File: config.mk
export PLATFORM = sky130hd
export DESIGN_NAME = piecewise_linear_temp_convert_top_flat
export DESIGN_NICKNAME = d
export VERILOG_FILES = /design/src/sv/pltc_pkg.sv /design/src/sv/pltc_in_if.sv /design/src/sv/pltc_out_if.sv /design/src/sv/piecewise_linear_temp_convert_top.sv /design/src/sv/pltc_ram.sv /design/src/sv/pltc_arith.sv /design/src/flat_wrapper.sv
export SDC_FILE = /design/constraint.sdc
export NUM_CORES = 2
export LEC_CHECK = 0
export BUFFER_PORTS_ARGS = -buffer_cell sky130_fd_sc_hd__buf_2
export CAP_MARGIN = 20
export CORE_ASPECT_RATIO = 1.5
export CORE_MARGIN = 2
export CORE_UTILIZATION = 50
export CTS_BUF_LIST = sky130_fd_sc_hd__clkbuf_2
export DETAILED_ROUTE_END_ITERATION = 8
export HOLD_SLACK_MARGIN = 0.12
export PLACE_DENSITY = 0.75
export SLEW_MARGIN = 20
export SYNTH_ARGS = -nofsm -noshare
export SYNTH_HDL_FRONTEND = slang
export SYNTH_SLANG_ARGS = --single-unit
File: constraint.sdc
create_clock -name clk -period 18.4 [get_ports clk]
set_input_delay 0.92 -clock clk [delete_from_list [all_inputs] [get_ports clk]]
set_output_delay 0.92 -clock clk [all_outputs]
set_load 0.01 [all_outputs]
File: src/sv/pltc_pkg.sv
package pltc_pkg;

  localparam int MAX_POINTS_DEF = 16;

  localparam int DATA_W    = 32;
  localparam int IDX_W     = 4;
  localparam int TEMP_W    = 31;
  localparam int CNT_REG_W = 5;
  localparam int CFG_IDX_W = 2;
  localparam int POINT_W   = 2 * DATA_W;

  localparam int MAG_W  = DATA_W + 1;
  localparam int QUOT_W = 42;
  localparam int SUM_W  = 44;

  localparam logic [CFG_IDX_W-1:0] REG_CONV_MODE   = 2'd0;
  localparam logic [CFG_IDX_W-1:0] REG_POINT_COUNT = 2'd1;
  localparam logic [CFG_IDX_W-1:0] REG_SCALE_NUM   = 2'd2;
  localparam logic [CFG_IDX_W-1:0] REG_SCALE_DEN   = 2'd3;

  localparam logic OP_WRITE_POINT = 1'b0;
  localparam logic OP_CONVERT     = 1'b1;

  localparam logic MODE_TABLE  = 1'b0;
  localparam logic MODE_SCALAR = 1'b1;

  localparam logic signed [SUM_W-1:0] KELVIN_OFFSET = 44'sd273150;
  localparam logic signed [SUM_W-1:0] TEMP_MAX      = 44'sd2147483647;
  localparam logic [QUOT_W-2:0]       QUOT_LIMIT    = 41'h100_0000_0000;

  typedef struct packed {
    logic             start;
    logic [MAG_W-1:0] a_mag;
    logic [MAG_W-1:0] b_mag;
    logic             prod_neg;
    logic [MAG_W-1:0] den_mag;
    logic             den_neg;
  } arith_req_t;

  typedef struct packed {
    logic                     done;
    logic signed [QUOT_W-1:0] quot;
  } arith_rsp_t;

  function automatic logic [MAG_W-1:0] mag33(input logic [MAG_W-1:0] v);
    logic [MAG_W-1:0] neg;
    neg = ~v + 1'b1;
    return v[MAG_W-1] ? neg : v;
  endfunction

endpackage

File: src/sv/pltc_in_if.sv
interface pltc_in_if;
  import pltc_pkg::*;

  logic                     valid;
  logic                     ready;
  logic                     opcode;
  logic [IDX_W-1:0]         point_index;
  logic signed [DATA_W-1:0] point_x;
  logic signed [DATA_W-1:0] point_y;
  logic signed [DATA_W-1:0] sample;

  modport source (
    output valid, opcode, point_index, point_x, point_y, sample,
    input  ready
  );

  modport sink (
    input  valid, opcode, point_index, point_x, point_y, sample,
    output ready
  );
endinterface

File: src/sv/pltc_out_if.sv
interface pltc_out_if;
  import pltc_pkg::*;

  logic              valid;
  logic              ready;
  logic [TEMP_W-1:0] temperature_mc;
  logic              status;

  modport source (
    output valid, temperature_mc, status,
    input  ready
  );

  modport sink (
    input  valid, temperature_mc, status,
    output ready
  );
endinterface

File: src/sv/piecewise_linear_temp_convert_top.sv
// Piecewise-linear temperature converter.
// Input channel in_ch carries two kinds of beat. A point write (opcode 0)
// stores (point_x, point_y) into table slot point_index and gives no
// result. A convert (opcode 1) turns sample into millicelsius and gives
// one beat on out_ch: temperature_mc and status (1 on a zero divisor).
// Configuration is a plain write port (cfg_we, cfg_index, cfg_wdata) for
// mode, point count and the scalar numerator and denominator.
// A convert in scalar mode runs a byte-serial multiply and a bit-serial
// divide. In table mode a binary segment search comes first, each probe
// on the single read port of the table RAM, then two table reads for the
// segment ends.
// One item is in work at a time; in_ch.ready is high only between items.
// The finished result sits in an output register, so the next item is
// accepted while a result waits. If out_ch stalls, a second result holds
// in the block until the first is taken.
// Reset restores the configuration registers; the point table holds
// nothing meaningful until written.
module piecewise_linear_temp_convert_top #(
  parameter int MAX_POINTS = pltc_pkg::MAX_POINTS_DEF
) (
  input  logic                              clk,
  input  logic                              rst_n,
  pltc_in_if.sink                           in_ch,
  pltc_out_if.source                        out_ch,
  input  logic                              cfg_we,
  input  logic [pltc_pkg::CFG_IDX_W-1:0]    cfg_index,
  input  logic [pltc_pkg::DATA_W-1:0]       cfg_wdata
);
  import pltc_pkg::*;

  localparam int IW   = $clog2(MAX_POINTS);
  localparam int CNTW = ($clog2(MAX_POINTS + 1) < CNT_REG_W + 1) ?
                        CNT_REG_W + 1 : $clog2(MAX_POINTS + 1);

  typedef enum logic [3:0] {
    S_IDLE,
    S_SEARCH,
    S_SWAIT,
    S_RDH,
    S_RDL,
    S_SEG,
    S_ARITH,
    S_DONE
  } state_t;

  logic                     conv_mode_r;
  logic [CNT_REG_W-1:0]     point_count_r;
  logic signed [DATA_W-1:0] scale_num_r;
  logic signed [DATA_W-1:0] scale_den_r;

  state_t                   state_r;
  logic [IW-1:0]            l_r;
  logic [IW-1:0]            h_r;
  logic signed [DATA_W-1:0] sample_r;
  logic signed [DATA_W-1:0] xh_r;
  logic signed [DATA_W-1:0] yh_r;
  logic signed [DATA_W-1:0] addend_r;
  logic [TEMP_W-1:0]        res_temp_r;
  logic                     res_status_r;
  arith_req_t               arith_req_r;
  arith_rsp_t               arith_rsp;

  logic                     out_valid_r;
  logic [TEMP_W-1:0]        out_temp_r;
  logic                     out_status_r;

  logic                     in_accept;
  logic                     ram_we;
  logic [IW-1:0]            ram_wr_addr;
  logic [POINT_W-1:0]       ram_wr_data;
  logic [IW-1:0]            ram_rd_addr;
  logic [POINT_W-1:0]       ram_rd_data;
  logic signed [DATA_W-1:0] rd_x;
  logic signed [DATA_W-1:0] rd_y;

  logic [CNTW-1:0]          cnt_ext;
  logic [CNTW-1:0]          cnt_eff;
  logic [IW-1:0]            h_init;
  logic [IW:0]              mid_sum;
  logic [IW-1:0]            mid;
  logic                     search_go;
  logic                     arith_go;

  logic signed [MAG_W-1:0]  seg_den;
  logic signed [MAG_W-1:0]  seg_dy;
  logic signed [MAG_W-1:0]  seg_dxs;
  logic signed [MAG_W-1:0]  smp_ext;
  logic signed [MAG_W-1:0]  num_ext;
  logic signed [MAG_W-1:0]  den_ext;

  logic signed [SUM_W-1:0]  sum_t;
  logic [TEMP_W-1:0]        temp_nxt;

  // Configuration registers
  always_ff @(posedge clk) begin
    if (!rst_n) begin
      conv_mode_r   <= MODE_TABLE;
      point_count_r <= CNT_REG_W'(2);
      scale_num_r   <= 32'sd1;
      scale_den_r   <= 32'sd1;
    end else if (cfg_we) begin
      unique case (cfg_index)
        REG_CONV_MODE:   conv_mode_r   <= cfg_wdata[0];
        REG_POINT_COUNT: point_count_r <= cfg_wdata[CNT_REG_W-1:0];
        REG_SCALE_NUM:   scale_num_r   <= $signed(cfg_wdata);
        REG_SCALE_DEN:   scale_den_r   <= $signed(cfg_wdata);
        default: ;
      endcase
    end
  end

  assign in_ch.ready = (state_r == S_IDLE);
  assign in_accept   = in_ch.valid && in_ch.ready;

  assign ram_we      = in_accept && (in_ch.opcode == OP_WRITE_POINT) &&
                       (CNTW'(in_ch.point_index) < CNTW'(MAX_POINTS));
  assign ram_wr_addr = IW'(in_ch.point_index);
  assign ram_wr_data = {in_ch.point_x, in_ch.point_y};
  assign rd_x        = $signed(ram_rd_data[POINT_W-1:DATA_W]);
  assign rd_y        = $signed(ram_rd_data[DATA_W-1:0]);

  pltc_ram #(
    .WIDTH (POINT_W),
    .DEPTH (MAX_POINTS)
  ) u_ram (
    .clk     (clk),
    .we      (ram_we),
    .wr_addr (ram_wr_addr),
    .wr_data (ram_wr_data),
    .rd_addr (ram_rd_addr),
    .rd_data (ram_rd_data)
  );

  pltc_arith u_arith (
    .clk   (clk),
    .rst_n (rst_n),
    .req   (arith_req_r),
    .rsp   (arith_rsp)
  );

  assign cnt_ext = CNTW'(point_count_r);
  assign cnt_eff = (cnt_ext < CNTW'(2)) ? CNTW'(2) :
                   (cnt_ext > CNTW'(MAX_POINTS)) ? CNTW'(MAX_POINTS) : cnt_ext;
  assign h_init  = IW'(cnt_eff - CNTW'(1));

  assign mid_sum   = {1'b0, l_r} + {1'b0, h_r};
  assign mid       = mid_sum[IW:1];
  assign search_go = {1'b0, h_r} > ({1'b0, l_r} + (IW + 1)'(1));

  always_comb begin
    if (state_r == S_SEARCH) begin
      ram_rd_addr = mid;
    end else if (state_r == S_RDH) begin
      ram_rd_addr = h_r;
    end else begin
      ram_rd_addr = h_r - 1'b1;
    end
  end

  assign seg_den = $signed({xh_r[DATA_W-1], xh_r}) - $signed({rd_x[DATA_W-1], rd_x});
  assign seg_dy  = $signed({yh_r[DATA_W-1], yh_r}) - $signed({rd_y[DATA_W-1], rd_y});
  assign seg_dxs = $signed({sample_r[DATA_W-1], sample_r}) -
                   $signed({rd_x[DATA_W-1], rd_x});

  assign smp_ext = $signed({in_ch.sample[DATA_W-1], in_ch.sample});
  assign num_ext = $signed({scale_num_r[DATA_W-1], scale_num_r});
  assign den_ext = $signed({scale_den_r[DATA_W-1], scale_den_r});

  assign arith_go = (in_accept && (in_ch.opcode == OP_CONVERT) &&
                     (conv_mode_r == MODE_SCALAR) && (scale_den_r != '0)) ||
                    ((state_r == S_SEG) && (seg_den != '0));

  assign sum_t = $signed({{(SUM_W - QUOT_W){arith_rsp.quot[QUOT_W-1]}}, arith_rsp.quot}) +
                 $signed({{(SUM_W - DATA_W){addend_r[DATA_W-1]}}, addend_r}) -
                 KELVIN_OFFSET;

  always_comb begin
    priority if (sum_t < 0) begin
      temp_nxt = '0;
    end else if (sum_t > TEMP_MAX) begin
      temp_nxt = TEMP_MAX[TEMP_W-1:0];
    end else begin
      temp_nxt = sum_t[TEMP_W-1:0];
    end
  end

  always_ff @(posedge clk) begin
    if (!rst_n) begin
      state_r           <= S_IDLE;
      out_valid_r       <= 1'b0;
      arith_req_r.start <= 1'b0;
    end else begin
      arith_req_r.start <= arith_go;
      if (out_valid_r && out_ch.ready && (state_r != S_DONE)) begin
        out_valid_r <= 1'b0;
      end
      unique case (state_r)
        S_IDLE: begin
          if (in_accept && (in_ch.opcode == OP_CONVERT)) begin
            sample_r <= in_ch.sample;
            if (conv_mode_r == MODE_SCALAR) begin
              if (scale_den_r == '0) begin
                res_temp_r   <= '0;
                res_status_r <= 1'b1;
                state_r      <= S_DONE;
              end else begin
                arith_req_r.a_mag    <= mag33(smp_ext);
                arith_req_r.b_mag    <= mag33(num_ext);
                arith_req_r.prod_neg <= smp_ext[MAG_W-1] ^ num_ext[MAG_W-1];
                arith_req_r.den_mag  <= mag33(den_ext);
                arith_req_r.den_neg  <= den_ext[MAG_W-1];
                addend_r             <= '0;
                state_r              <= S_ARITH;
              end
            end else begin
              l_r     <= '0;
              h_r     <= h_init;
              state_r <= S_SEARCH;
            end
          end
        end
        S_SEARCH: begin
          state_r <= search_go ? S_SWAIT : S_RDH;
        end
        S_SWAIT: begin
          if (rd_x < sample_r) begin
            l_r <= mid;
          end else begin
            h_r <= mid;
          end
          state_r <= S_SEARCH;
        end
        S_RDH: begin
          state_r <= S_RDL;
        end
        S_RDL: begin
          xh_r    <= rd_x;
          yh_r    <= rd_y;
          state_r <= S_SEG;
        end
        S_SEG: begin
          if (seg_den == '0) begin
            res_temp_r   <= '0;
            res_status_r <= 1'b1;
            state_r      <= S_DONE;
          end else begin
            arith_req_r.a_mag    <= mag33(seg_dy);
            arith_req_r.b_mag    <= mag33(seg_dxs);
            arith_req_r.prod_neg <= seg_dy[MAG_W-1] ^ seg_dxs[MAG_W-1];
            arith_req_r.den_mag  <= mag33(seg_den);
            arith_req_r.den_neg  <= seg_den[MAG_W-1];
            addend_r             <= rd_y;
            state_r              <= S_ARITH;
          end
        end
        S_ARITH: begin
          if (arith_rsp.done) begin
            res_temp_r   <= temp_nxt;
            res_status_r <= 1'b0;
            state_r      <= S_DONE;
          end
        end
        S_DONE: begin
          if (!out_valid_r || out_ch.ready) begin
            out_valid_r  <= 1'b1;
            out_temp_r   <= res_temp_r;
            out_status_r <= res_status_r;
            state_r      <= S_IDLE;
          end
        end
        default: begin
          state_r <= S_IDLE;
        end
      endcase
    end
  end

  assign out_ch.valid          = out_valid_r;
  assign out_ch.temperature_mc = out_temp_r;
  assign out_ch.status         = out_status_r;

endmodule

File: src/sv/pltc_ram.sv
module pltc_ram #(
  parameter int WIDTH = 64,
  parameter int DEPTH = 16
) (
  input  logic                     clk,
  input  logic                     we,
  input  logic [$clog2(DEPTH)-1:0] wr_addr,
  input  logic [WIDTH-1:0]         wr_data,
  input  logic [$clog2(DEPTH)-1:0] rd_addr,
  output logic [WIDTH-1:0]         rd_data
);

  logic [WIDTH-1:0] mem [DEPTH];
  logic [WIDTH-1:0] rd_data_r;

  always_ff @(posedge clk) begin
    if (we) begin
      mem[wr_addr] <= wr_data;
    end
    rd_data_r <= mem[rd_addr];
  end

  assign rd_data = rd_data_r;

endmodule

File: src/sv/pltc_arith.sv
module pltc_arith (
  input  logic                 clk,
  input  logic                 rst_n,
  input  pltc_pkg::arith_req_t req,
  output pltc_pkg::arith_rsp_t rsp
);
  import pltc_pkg::*;

  localparam int DIGIT_W    = 8;
  localparam int MUL_B_W    = 40;
  localparam int MUL_STEPS  = MUL_B_W / DIGIT_W;
  localparam int PROD_W     = 2 * DATA_W + 1;
  localparam int DIVIDEND_W = 2 * DATA_W;
  localparam int STEP_W     = 7;
  localparam int DPROD_W    = MAG_W + DIGIT_W;

  typedef enum logic [2:0] {
    A_IDLE,
    A_MUL,
    A_SIGN,
    A_ABS,
    A_DIV,
    A_CLAMP
  } astate_t;

  astate_t                 state_r;
  logic [STEP_W-1:0]       step_r;
  logic [MAG_W-1:0]        a_r;
  logic [MUL_B_W-1:0]      b_r;
  logic [PROD_W-1:0]       acc_r;
  logic                    prod_neg_r;
  logic [MAG_W-1:0]        den_r;
  logic                    den_neg_r;
  logic [DIVIDEND_W-1:0]   quo_r;
  logic [MAG_W-1:0]        rem_r;
  logic                    qneg_r;
  arith_rsp_t              rsp_r;

  logic [DPROD_W-1:0]      digit_prod;
  logic [PROD_W-1:0]       acc_nxt;
  logic [MAG_W:0]          div_sh;
  logic [MAG_W:0]          div_diff;
  logic                    div_fits;
  logic [QUOT_W-2:0]       quot_mag;
  logic [QUOT_W-1:0]       quot_ext;
  logic signed [QUOT_W-1:0] quot_nxt;

  assign digit_prod = a_r * b_r[MUL_B_W-1 -: DIGIT_W];
  assign acc_nxt    = {acc_r[PROD_W-DIGIT_W-1:0], {DIGIT_W{1'b0}}} + PROD_W'(digit_prod);

  assign div_sh   = {rem_r, quo_r[DIVIDEND_W-1]};
  assign div_diff = div_sh - {1'b0, den_r};
  assign div_fits = div_sh >= {1'b0, den_r};

  assign quot_mag = (quo_r > DIVIDEND_W'(QUOT_LIMIT)) ? QUOT_LIMIT : quo_r[QUOT_W-2:0];
  assign quot_ext = {1'b0, quot_mag};
  assign quot_nxt = qneg_r ? $signed(~quot_ext + 1'b1) : $signed(quot_ext);

  always_ff @(posedge clk) begin
    if (!rst_n) begin
      state_r    <= A_IDLE;
      rsp_r.done <= 1'b0;
    end else begin
      rsp_r.done <= (state_r == A_CLAMP);
      unique case (state_r)
        A_IDLE: begin
          if (req.start) begin
            a_r        <= req.a_mag;
            b_r        <= MUL_B_W'(req.b_mag);
            acc_r      <= '0;
            prod_neg_r <= req.prod_neg;
            den_r      <= req.den_mag;
            den_neg_r  <= req.den_neg;
            step_r     <= '0;
            state_r    <= A_MUL;
          end
        end
        A_MUL: begin
          acc_r  <= acc_nxt;
          b_r    <= {b_r[MUL_B_W-DIGIT_W-1:0], {DIGIT_W{1'b0}}};
          step_r <= step_r + 1'b1;
          if (step_r == STEP_W'(MUL_STEPS - 1)) begin
            state_r <= A_SIGN;
          end
        end
        A_SIGN: begin
          quo_r   <= prod_neg_r ? (~acc_r[DIVIDEND_W-1:0] + 1'b1) : acc_r[DIVIDEND_W-1:0];
          state_r <= A_ABS;
        end
        A_ABS: begin
          quo_r   <= quo_r[DIVIDEND_W-1] ? (~quo_r + 1'b1) : quo_r;
          qneg_r  <= quo_r[DIVIDEND_W-1] ^ den_neg_r;
          rem_r   <= '0;
          step_r  <= '0;
          state_r <= A_DIV;
        end
        A_DIV: begin
          rem_r  <= div_fits ? div_diff[MAG_W-1:0] : div_sh[MAG_W-1:0];
          quo_r  <= {quo_r[DIVIDEND_W-2:0], div_fits};
          step_r <= step_r + 1'b1;
          if (step_r == STEP_W'(DIVIDEND_W - 1)) begin
            state_r <= A_CLAMP;
          end
        end
        A_CLAMP: begin
          rsp_r.quot <= quot_nxt;
          state_r    <= A_IDLE;
        end
        default: begin
          state_r <= A_IDLE;
        end
      endcase
    end
  end

  assign rsp = rsp_r;

endmodule
File: src/flat_wrapper.sv
// flat-port wrapper written by rule: the top's interface ports become plain ports
module piecewise_linear_temp_convert_top_flat import pltc_pkg::*;
#(
  parameter int MAX_POINTS = pltc_pkg::MAX_POINTS_DEF
)
  (clk, rst_n, cfg_we, cfg_index, cfg_wdata, in_ch_valid, in_ch_opcode, in_ch_point_index, in_ch_point_x, in_ch_point_y, in_ch_sample, in_ch_ready, out_ch_valid, out_ch_temperature_mc, out_ch_status, out_ch_ready);
  pltc_in_if in_ch_i ();
  pltc_out_if out_ch_i ();
  input  logic clk;
  input  logic rst_n;
  input  logic cfg_we;
  input  logic [pltc_pkg::CFG_IDX_W-1:0] cfg_index;
  input  logic [pltc_pkg::DATA_W-1:0] cfg_wdata;
  input wire logic [$bits(in_ch_i.valid)-1:0] in_ch_valid;
  input wire logic [$bits(in_ch_i.opcode)-1:0] in_ch_opcode;
  input wire logic [$bits(in_ch_i.point_index)-1:0] in_ch_point_index;
  input wire logic [$bits(in_ch_i.point_x)-1:0] in_ch_point_x;
  input wire logic [$bits(in_ch_i.point_y)-1:0] in_ch_point_y;
  input wire logic [$bits(in_ch_i.sample)-1:0] in_ch_sample;
  output wire logic [$bits(in_ch_i.ready)-1:0] in_ch_ready;
  output wire logic [$bits(out_ch_i.valid)-1:0] out_ch_valid;
  output wire logic [$bits(out_ch_i.temperature_mc)-1:0] out_ch_temperature_mc;
  output wire logic [$bits(out_ch_i.status)-1:0] out_ch_status;
  input wire logic [$bits(out_ch_i.ready)-1:0] out_ch_ready;
  assign in_ch_i.valid = in_ch_valid;
  assign in_ch_i.opcode = in_ch_opcode;
  assign in_ch_i.point_index = in_ch_point_index;
  assign in_ch_i.point_x = in_ch_point_x;
  assign in_ch_i.point_y = in_ch_point_y;
  assign in_ch_i.sample = in_ch_sample;
  assign in_ch_ready = in_ch_i.ready;
  assign out_ch_valid = out_ch_i.valid;
  assign out_ch_temperature_mc = out_ch_i.temperature_mc;
  assign out_ch_status = out_ch_i.status;
  assign out_ch_i.ready = out_ch_ready;
  piecewise_linear_temp_convert_top #(.MAX_POINTS(MAX_POINTS)) u_core (.clk(clk), .rst_n(rst_n), .in_ch(in_ch_i), .out_ch(out_ch_i), .cfg_we(cfg_we), .cfg_index(cfg_index), .cfg_wdata(cfg_wdata));
endmodule
# == Word-level counts from Yosys, hierarchy flattened ==
# Memory sizes are Yosys's and may differ from the RTL's. A register that Yosys moved wholly into a read port is not among the register bits.
# Cells that the tools add are included.
# W data, S select, Z words.
# word_totals
ram_bits,1024
memories,1
output_inout_bits,34
regBits,700
# classes
n_mul,1
reduce_logical,47
eq_ne,33
magnitude_cmp,8
add_sub_neg,21
bitwise,13
mux,72
# memory_table
memory,words,word_bits,rd,rd_ports_with_merged_regs,write_ports,line_no,source
u_core.u_ram.mem,16,64,1,1,1,pltc_ram.sv:13,logic [WIDTH-1:0] mem [DEPTH];
# ops
op,n
$mux W101,4
$mux W33,7
$mux W31,7
$pmux W101 S2,1
$add A33 B1 Y33 const B,6
$not A33 Y33,6
$mux W64,3
$pmux W64 S3,1
$add A64 B1 Y64 const B,2
$mux W32,4
$not A64 Y64,2
$pmux W64 S2,1
$sub A32 B32 Y33,3
$pmux W31 S3,1
$mux W41,2
$pmux W40 S2,1
$pmux W33 S2,1
$add A64 B41 Y64,1
$gt A64 B41 Y1 const B,1
$pmux W32 S2,1
$mux W4,13
$gt A44 B32 Y1 const B,1
$lt A44 B1 Y1 const B,1
$sub A44 B20 Y44 const B,1
other kinds (56),124

# == Longest topological paths before layout ==
# logic_depth
word_depth,7
ltp_mapped,24

# == Hierarchy ==
# Synthesis repeated with hierarchy kept, for this count alone.
# hier_totals
hier_cells,7552
hier_area_um2,94354.2
# by_module_without_submodules
module,seq_area_each_um2,cells_each,n_inst,area_per_inst_um2
pltc_ram,32030.7,1647,1,39581.7
pltc_arith,9659.3,2833,1,27515.1
piecewise_linear_temp_convert_top,10540.1,3072,1,27257.4

# == Worst setup path after synthesis ==
# OpenSTA, ideal clock, no wires.
# synth_timing
path_type,register -> register
start,reg u_core.xh_r[0]
end,reg u_core.addend_r[0] (enable)
t_required_ns,17.730
arrival_ns,9.514
period_less_slack_ns,10.184
path_slack_ns,8.216
stages_incl_launch_ff,17
path_cell_list,edfxtp_1 > inv_1 > ha_1 > inv_1 > fa_1 > a21o_1 > a21oi_1 > o21a_1 > nor4_1 > o21ai_0 > o21ai_0 > a211oi_1 > xnor2_1 > a2111oi_0 > nand2_1 > o31ai_1 > a21oi_1
# synth_via
elab_chain_cells,4
# synth_lines
element,line_no,source
from (decl),piecewise_linear_temp_convert_top.sv:55,logic signed [DATA_W-1:0] xh_r;
from (signal assigned),piecewise_linear_temp_convert_top.sv:237,xh_r <= rd_x;
$sub A32 B32 Y33,piecewise_linear_temp_convert_top.sv:160,"assign seg_den = $signed({xh_r[DATA_W-1], xh_r}) - $signed({rd_x[DATA_W-1], rd_x});"
$logic_not A33 Y1,piecewise_linear_temp_convert_top.sv:242,if (seg_den == '0) begin
$ne A2 B2 Y1 (no source line),-,
$reduce_and A6 Y1 (no source line),-,
to (signal assigned),piecewise_linear_temp_convert_top.sv:252,addend_r <= rd_y;
to (decl),piecewise_linear_temp_convert_top.sv:57,logic signed [DATA_W-1:0] addend_r;
# Every way passes these cells.
# A chain may end at the register's enable or synchronous reset.

# == Final worst setup path ==
# layout_timing
start,reg u_core.u_arith.b_r[35]
end,"reg u_core.u_arith.acc_r[58], data pin"
# layout_via
elab_chain_cells,3
# layout_lines
element,line_no,source
from (decl),pltc_arith.sv:29,logic [MUL_B_W-1:0] b_r;
from (signal assigned),pltc_arith.sv:69,b_r <= MUL_B_W'(req.b_mag);
from (signal assigned),pltc_arith.sv:80,"b_r <= {b_r[MUL_B_W-DIGIT_W-1:0], {DIGIT_W{1'b0}}};"
$mul A33 B8 Y41,pltc_arith.sv:48,assign digit_prod = a_r * b_r[MUL_B_W-1 -: DIGIT_W];
$add A64 B41 Y64,pltc_arith.sv:49,"assign acc_nxt = {acc_r[PROD_W-DIGIT_W-1:0], {DIGIT_W{1'b0}}} + PROD_W'(digit_prod);"
$pmux W64 S2,pltc_arith.sv:65,unique case (state_r)
to (signal assigned),pltc_arith.sv:79,acc_r <= acc_nxt;
to (decl),pltc_arith.sv:30,logic [PROD_W-1:0] acc_r;
# Every way passes these cells.

==> results.md <==
* Net count, final at 9578
* Number of clock sinks at 1787
* Worst ir drop on vdd at 0.2403 mV
* Simple-gate share of the synthesized area at 0.1375
* Final min period at 7.962 ns
* Vias in the first global route at 70380
* Crit start category: register
* Setup violations, final at 0
* R2r startpoint: u_core.u_arith.b_r[35]
* Max Freq at 125.6 MHz
* Layout area overhead at 10.74%
* Setup TNS at 0 ns
* Compound-Gate Fraction of Synth Area at 0.1461
* Cell mode on critical path: fa_1
* Pre-antenna DRT Iters at 6
* Commonest non-fill, non-tap cell in the layout: edfxtp_1
* Vias at 70190
* Hold path start: cfg_wdata[3]
* CTS tree: built
* Unrepaired setup endpoints after global routing: no
* Wirelength per Cell at 22.11 um
* Die Footprint at 0.1930 mm2
* Post-synthesis mux area share at 0.003620
* Pwr/cell area at 175.9 mW/mm2
* Async set or reset register ratio after synthesis at 0
* Number of synthesized register bits at 1787
* Hold/Removal Path Class: input pin to register
* Synth area leaders: edfxtp_1 52%, nand2_1 4.8%, fa_1 4.7%
* Post-synth cell types at 83
* Slew @ Worst Pin at 1.092 ns
* Slew margin rel. at 0.2723
* H-tree depth at 5
* Cell-by-cell trace of the critical path: buf_16 -> and2_1 -> fa_1 -> inv_1 -> fa_1 -> fa_1 -> fa_1 -> inv_1 -> ha_1 -> nor2b_1 -> o2111ai_1 -> a21boi_0 -> o31ai_1 -> o21ai_0 -> a2111oi_1 -> o2111ai_1 -> a31oi_1 -> a21oi_1 -> a41oi_2 -> o311ai_0 -> o41ai_1
* Port Buffers at 173
* Die width at 359.4 um
* Arr. time, crit path at 9.32 ns
* Maxcap violations at 0
* Dpl cells at 10710
* Pleak at 0.03869 uW
* Critical path buffers and inverters at 3
* Largest net degree at the start of global routing at 219
* Fin crit share at 0.4327
* Critical Path Source: u_core.u_arith.b_r[35]
* Layout cells sized above 1 at 0.1093
* Skew final at 0.1929 ns
* Post-Synth XOR/XNOR Area at 0.04559
* Crit-path slowest cell: a2111oi_1
* Crit path kind: register to register
* Worst path max stage delay at 0.92 ns
* Total grt overflow at 0
* PostCTS Resize Cnt at 0
* Non-filler cells, final at 11740
* CP endpoint kind: register
* Hold_buf cts at 288
* Final Hold Vio Count at 0
* Antenna viol nets, final at 0
* Clk buf depth at 4
* Critical Path RT at 19.76 ns
* EDFF count, synth at 1644
* Detail Placement HPWL at 170.1 mm
* Cts bufs inserted at 407
* DR vias/cell at 5.981
* DRC viols at 0
* Root Buffer: clkbuf_2
* Outcome: completed
* Post-CTS Setup Inserts at 0
* Die H at 537.1 um
* Avg Inst Size Synth at 11.23 um2
* I/O Pins at 174
* Initial antenna violation count at 27
* Commonest cells after routing, fill and taps aside: 1644 x edfxtp_1, 1214 x nand2_1, 591 x clkbuf_2, 430 x a21oi_1, 411 x and2_1
* GPL Wtd Cong at 1.009
* Final worst slack at 10.44 ns
* Family with the most delay on the worst path: compound AO/OA/AOI/OAI gates
* FP Rows at 195
* Pre-CTS setup slack at 10.34 ns
* Most used DFF post-synth: edfxtp_1
* Clock transition at path regs at 0.11 ns
* GRT Util Overall at 0.2629
* Max FO, Critical Path at 18
* Syn nets at 9063
* 1st-iter DRT viols at 6569
* Fin. max-slew vios at 0
* Cells after Synth at 8435
* Post-synth top area share at 0.5212
* Drt total wl at 259.5 mm
* Main combinational cell family by area after synthesis: compound AO/OA/AOI/OAI gates
* Area leader, netlist: edfxtp_1
* Insertion delay to the later sink of the worst-skew pair at 1.67 ns
* Synthesis warning total at 0
* Starting Density at 0.5035
* First-pass GRT wire length at 396.0 mm
* Core Footprint at 0.1881 mm2
* Sequential share of the synthesized area at 0.5514
* Synth Area in Adders at 0.08222
* Post-Syn Area at 0.09471 mm2
==> layout make-up <==
type,count,area (um2)
flip-flops and latches,1787,52230
diodes,12,30.03
clock inverters,130,893.4
multi-input cells,5802,39630
fillers,15630,83230
inverters,387,1453
well taps,2462,3080
repair buffers,565,4614
clock buffers,591,2958
==> tightest hold or removal path, delay by kind of cell <==
family | cells | cell delay [ns]
and+or+nand+nor | 1 | 0.05
muxes | 1 | 0.14
buffers and inverters | 2 | 0.73
==> synthesized netlist by cell type, types with 47 or more instances <==
cell and count:
or3_1 60, o21ai_0 302, dfxtp_1 143, fa_1 224, nor4_1 47, nand3_1 106, xor2_1 165, edfxtp_1 1644
a21boi_0 78, ha_1 264, a31oi_1 185, nand2b_1 61, inv_1 386, a21o_1 108, and3_1 49, a311oi_1 135
nor2b_1 49, nand2_1 1214, and2_1 412, a211oi_1 353, nor3_1 107, nor2_1 423, xnor2_1 328, clkbuf_1 429
a21oi_1 434, o31ai_1 68
==> final timing paths <==
kind                              endpoint  slack, ns  cells past startpoint
hold / removal     u_core.point_count_r[3]       0.27                      4
setup / recovery  u_core.u_arith.acc_r[58]      10.44                     21
hold reg to reg            u_core.yh_r[14]       0.36                      0
setup reg to reg  u_core.u_arith.acc_r[58]      10.44                     21
==> cells by family (layout without fill, tap and decap cells) <==
group,count (synthesis),after routing
other cells,0,12
fa+ha+maj,488,488
mux,34,34
xor+xnor,493,493
buf+inv,846,1673
flops,1787,1787
simple gates,2737,2737
compound gates,2050,2050
==> state kept, by name (all words and copies together), names as in the netlist, 40 cells and up <==
signal / count
u_core.arith_req_r: 102
u_core.u_arith.acc_r: 64
u_core.u_arith.b_r: 40
u_core.u_arith.quo_r: 64
u_core.u_arith.rsp: 43
u_core.u_ram.mem: 1024
u_core.u_ram.rd_data: 64
==> stage by stage <==
| stage | instance area [um2] | hold slack (ns) | power, uW | utilization |
|---|---|---|---|---|
| floorplan | 94710 | 0.4003 | 12920 | - |
| global placement | 98010 | 0.4012 | 15380 | 0.5210 |
| detailed placement | 98110 | 0.4045 | 15670 | 0.5215 |
| CTS | 104800 | 0.1207 | 18370 | 0.5573 |
| global route | 104900 | 0.2070 | 19760 | 0.5575 |
| finish | 104900 | 0.2658 | 18450 | 0.5576 |
==> routing by layer <==
layer / part of all wire / wire length, um / global-route usage / vias up
met3: 0.072 / 18630 / 0.04561 / 689
met5: 0.00081 / 209 / 0 / -
li1: - / - / - / 32180
met2: 0.50 / 129600 / 0.4568 / 2886
met1: 0.37 / 96920 / 0.3084 / 34410
met4: 0.054 / 14090 / 0.1499 / 32
==> power breakdown <==
group	internal (uW)	switching (uW)	leakage (uW)	total, uW
sequential	4950	284	0.0163	5240
clock	1050	1580	0.00288	2630
combinational	3980	6610	0.0195	10600
No activity file was read; power rests on OpenSTA's default activity.
